File: config.mk
export PLATFORM = sky130hd
export DESIGN_NAME = rtlr_ram
export DESIGN_NICKNAME = d
export VERILOG_FILES = /design/src/rtl/rtlr_ram.sv
export SDC_FILE = /design/constraint.sdc
export NUM_CORES = 1
export LEC_CHECK = 0
export ABC_CLOCK_PERIOD_IN_PS = 5300
export BUFFER_PORTS_ARGS = -buffer_cell sky130_fd_sc_hd__buf_2
export CORE_MARGIN = 5
export CORE_UTILIZATION = 36
export DETAILED_ROUTE_END_ITERATION = 7
export PLACE_DENSITY = 0.63
export SLEW_MARGIN = 20
export SYNTH_ARGS = -nofsm -noshare
export SYNTH_HDL_FRONTEND = slang
export SYNTH_SLANG_ARGS = --single-unit
File: constraint.sdc
create_clock -name clk -period 5.3 [get_ports clk]
set_input_delay 1.06 -clock clk [delete_from_list [all_inputs] [get_ports clk]]
set_output_delay 1.06 -clock clk [all_outputs]
set_load 0.01 [all_outputs]
File: src/rtl/rtlr_ram.sv
`timescale 1ns / 1ps
// Generic single-write, single-read synchronous RAM with registered read data.
module rtlr_ram #(
    parameter int WIDTH = 8,
    parameter int DEPTH = 16
) (
    input  logic                     clk,
    input  logic                     we,
    input  logic [$clog2(DEPTH)-1:0] waddr,
    input  logic [WIDTH-1:0]         wdata,
    input  logic [$clog2(DEPTH)-1:0] raddr,
    output logic [WIDTH-1:0]         rdata
);

    logic [WIDTH-1:0] mem [DEPTH];

    always_ff @(posedge clk)
    begin
        if (we)
        begin
            mem[waddr] <= wdata;
        end
        rdata <= mem[raddr];
    end

endmodule

==> metrics.log <==
INFO  metric startpoint_type = primary input
INFO  metric numCtsBuffers = 17
INFO  metric sequential_cell_area_fraction_in_the_yosys_report = 0.778
INFO  metric power_switching = 527 uW
INFO  metric layout.cell_area.non_filler = 6120 sq um
INFO  metric grt_first_pass_wirelength = 15,600 um
INFO  metric timing.hold.worst.start = mem[12][3]$_DFFE_PP_
INFO  metric crit-reg2reg-capture = rdata[0]$_DFF_P_
INFO  metric wl_per_cell = 23.0 um
INFO  metric synth_area_per_cell = 22.5 sq um
INFO  metric fmaxAchievable = 0.420 GHz
INFO  metric final_report_setup_violation_count = 0
INFO  metric synthesis.area = 5150 sq um
INFO  metric finalWirelength = 10,600 um
INFO  metric unrepaired_setup_endpoints_after_global_routing = no
INFO  metric hold_end = rdata[3]$_DFF_P_
INFO  metric post-cts-setup-buffers = 0
INFO  metric synth_cell_types = 19
INFO  metric final.setup_skew = 0.00784 ns
INFO  metric cts_hold_repair.buffers = 0
INFO  metric power_density = 435 nW/um^2
INFO  metric first_global_vias = 2,523
INFO  metric ir_worst_vdd = 0.246 mV
INFO  metric critPathRequiredTime = 5.57 ns
INFO  metric tightest_pin_transition = 0.994 ns
INFO  metric combinational_cell_fraction_of_total_power = 0.041
INFO  metric drv_slew = 0
INFO  metric power.leakage = 2.03 nW
INFO  metric detail-route-antenna-nets = 0
INFO  metric grt_util_all_layers = 0.133
INFO  metric clock-root-buffer = sky130_fd_sc_hd__clkbuf_16
INFO  metric buffer_ports.inserted = 25
INFO  metric cts_tree = done
INFO  metric placement.cell_area = 5440 sq um
INFO  metric power.internal = 2.13 mW
INFO  metric std_cell_rows = 43
INFO  metric dp_hpwl = 6500 um
INFO  metric drtPass1Iterations = 6
INFO  metric gp_routability_congestion = 0.719
INFO  metric biggest_area_consumer_among_synthesized_cells = sky130_fd_sc_hd__edfxtp_1
INFO  metric clock_sinks = 136
INFO  metric cts_max_level = 4
INFO  metric crit_fanout = 32
INFO  metric synth_top_area_share = 0.747
INFO  metric whs_path_depth = 3
INFO  metric grt_overflow_total = 0
INFO  metric path_clk_slew = 0.06 ns
INFO  metric pwr-share-seq = 0.456
INFO  metric status = finished, final reports clean
INFO  metric yosys_register_bits = 136
INFO  metric post-route-util = 0.439
INFO  metric top_area_cells_in_the_synthesized_netlist = sky130_fd_sc_hd__edfxtp_1, sky130_fd_sc_hd__mux4_2, sky130_fd_sc_hd__mux4_1, sky130_fd_sc_hd__dfxtp_1, sky130_fd_sc_hd__a22oi_1
INFO  metric drive_above_1_share = 0.284
INFO  metric post_synth_inst_count = 229
INFO  metric cts.path.max_buffers = 2
INFO  metric finish.cell_count_without_fillers = 459
INFO  metric initial_drc_count = 205
INFO  metric post_drt_via_cell_ratio = 5.35
INFO  metric r2r_cells = 3
INFO  metric finalNetCount = 283
INFO  metric layout_worst_path_cycle_share = 0.449
INFO  metric final_report_hold_violation_count = 0
INFO  metric initial_antenna_violation_count = 1
INFO  metric reg2reg_from = mem[2][0]$_DFFE_PP_
INFO  metric num_io_pins = 26
INFO  metric die_height = 130 um
INFO  metric holdCritPathClass = flip-flop to flip-flop
INFO  metric reg2reg_setup_slack = 3.83 ns
INFO  metric cp_data_arrival_time = 2.65 ns
INFO  metric netSwitchingFraction = 0.198
INFO  metric min_period = 2.38 ns
INFO  metric clkLatencyLatePin = 0.41 ns
INFO  metric synthesis.yosys.warnings = 0
INFO  metric clockPowerShare = 0.504
INFO  metric max-slew-margin-rel = 0.335
INFO  metric dr_total_vias = 2,455
INFO  metric placeableCoreArea = 13,900 sq um
INFO  metric finalSetupTns = 0 ns
INFO  metric cap_viol_max_count = 0
INFO  metric syn-num-nets = 247
INFO  metric layout-area-overhead-vs-synth = 18.8%
INFO  metric die-area = 16,800 sq um
INFO  metric cts_repair_resize_count = 0
INFO  metric drt_drc_violations_left = 0
INFO  metric timing.setup.critical_path_class = primary input to flip-flop
INFO  metric placedCellCount = 426
INFO  metric worst_setup_path_end_kind = flip-flop
INFO  metric start_util = 0.369
INFO  metric die_width = 130 um
INFO  metric grt_max_degree = 33
## power groups by stage
stage / registers [mW] / clock network [mW] / logic (mW)
after floorplan: 1.23 / 0 / 0.0610
after global placement: 1.23 / 0 / 0.107
after detailed placement: 1.24 / 0 / 0.110
after CTS: 1.21 / 1.35 / 0.110
after global routing: 1.21 / 1.40 / 0.118
final: 1.21 / 1.34 / 0.109
## registers in the layout (all words and copies together), names as in the netlist
name / count
rdata: 8
mem: 128
## layer usage
layer	track usage	part of all wire	vias up
li1	-	-	1045
met1	0.185	0.43	1294
met2	0.199	0.47	101
met3	0.0367	0.087	15
met4	0.0544	0.017	0
met5	0	0	-
## per-stage QoR
| stage | power, mW | hold WS, ns | setup WS (ns) |
|---|---|---|---|
| after floorplan | 1.29 | 0.629 | 2.75 |
| after global routing | 2.74 | 0.701 | 2.83 |
| final | 2.66 | 0.668 | 2.92 |
| after global placement | 1.34 | 0.647 | 2.10 |
| after detailed placement | 1.35 | 0.656 | 2.14 |
| after CTS | 2.67 | 0.669 | 2.56 |
## cell families after synthesis
family | synth area share
flops | 0.778
simple gates | 0.0318
mux | 0.150
compound gates | 0.0233
buf+inv | 0.0168
## Yosys cell counts
cell type                           n
sky130_fd_sc_hd__edfxtp_1         128
sky130_fd_sc_hd__mux4_2            18
sky130_fd_sc_hd__a22oi_1           16
sky130_fd_sc_hd__mux4_1            14
sky130_fd_sc_hd__nor2_1            13
sky130_fd_sc_hd__nand2_1            9
sky130_fd_sc_hd__dfxtp_1            8
sky130_fd_sc_hd__nor3_1             4
sky130_fd_sc_hd__buf_2              3
sky130_fd_sc_hd__buf_6              3
sky130_fd_sc_hd__clkdlybuf4s25_2    3
sky130_fd_sc_hd__nand2b_1           2
sky130_fd_sc_hd__nand3b_1           2
sky130_fd_sc_hd__and2_1             1
sky130_fd_sc_hd__and2b_1            1
sky130_fd_sc_hd__buf_4              1
sky130_fd_sc_hd__nand3_1            1
sky130_fd_sc_hd__nor2b_1            1
sky130_fd_sc_hd__or3b_2             1
## cell usage in the layout, fill, tap and decap left out, drive strengths merged, types with 2 or more instances in the layout
master and count:
buf 27, nor2 13, bufinv 6, clkinv 3, nand2 9, inv 2
a22oi 16, clkinvlp 3, nor3 4, dfxtp 8, mux4 32, clkbuf 18
nand2b 2, edfxtp 128, nand3b 2
## final cells by class
class,instances,area (sq um)
sequential,136,4000
tap,180,225
timing repair buffer,27,143
fill,1172,7820
clock inverter,14,246
multi-input combinational,83,1070
clock buffer,18,429
antenna,1,2.50
## critical path, stage by stage
cell and delay, ns:
sky130_fd_sc_hd__buf_4 0.48, sky130_fd_sc_hd__mux4_1 0.62, sky130_fd_sc_hd__a22oi_1 0.34, sky130_fd_sc_hd__nand2_1 0.14
## worst max path at each step
stage	start	end	slack (ns)	cells after the start
3_5_place_dp	raddr[0]	rdata[4]$_DFF_P_	2.14	4
5_1_grt	raddr[0]	rdata[0]$_DFF_P_	2.83	4
4_1_cts	raddr[0]	rdata[4]$_DFF_P_	2.56	4
2_1_floorplan	waddr[2]	mem[0][0]$_DFFE_PP_	2.75	2
3_3_place_gp	raddr[0]	rdata[4]$_DFF_P_	2.10	4
6_report	raddr[0]	rdata[0]$_DFF_P_	2.92	4
Power figures use the tool's default switching activity.
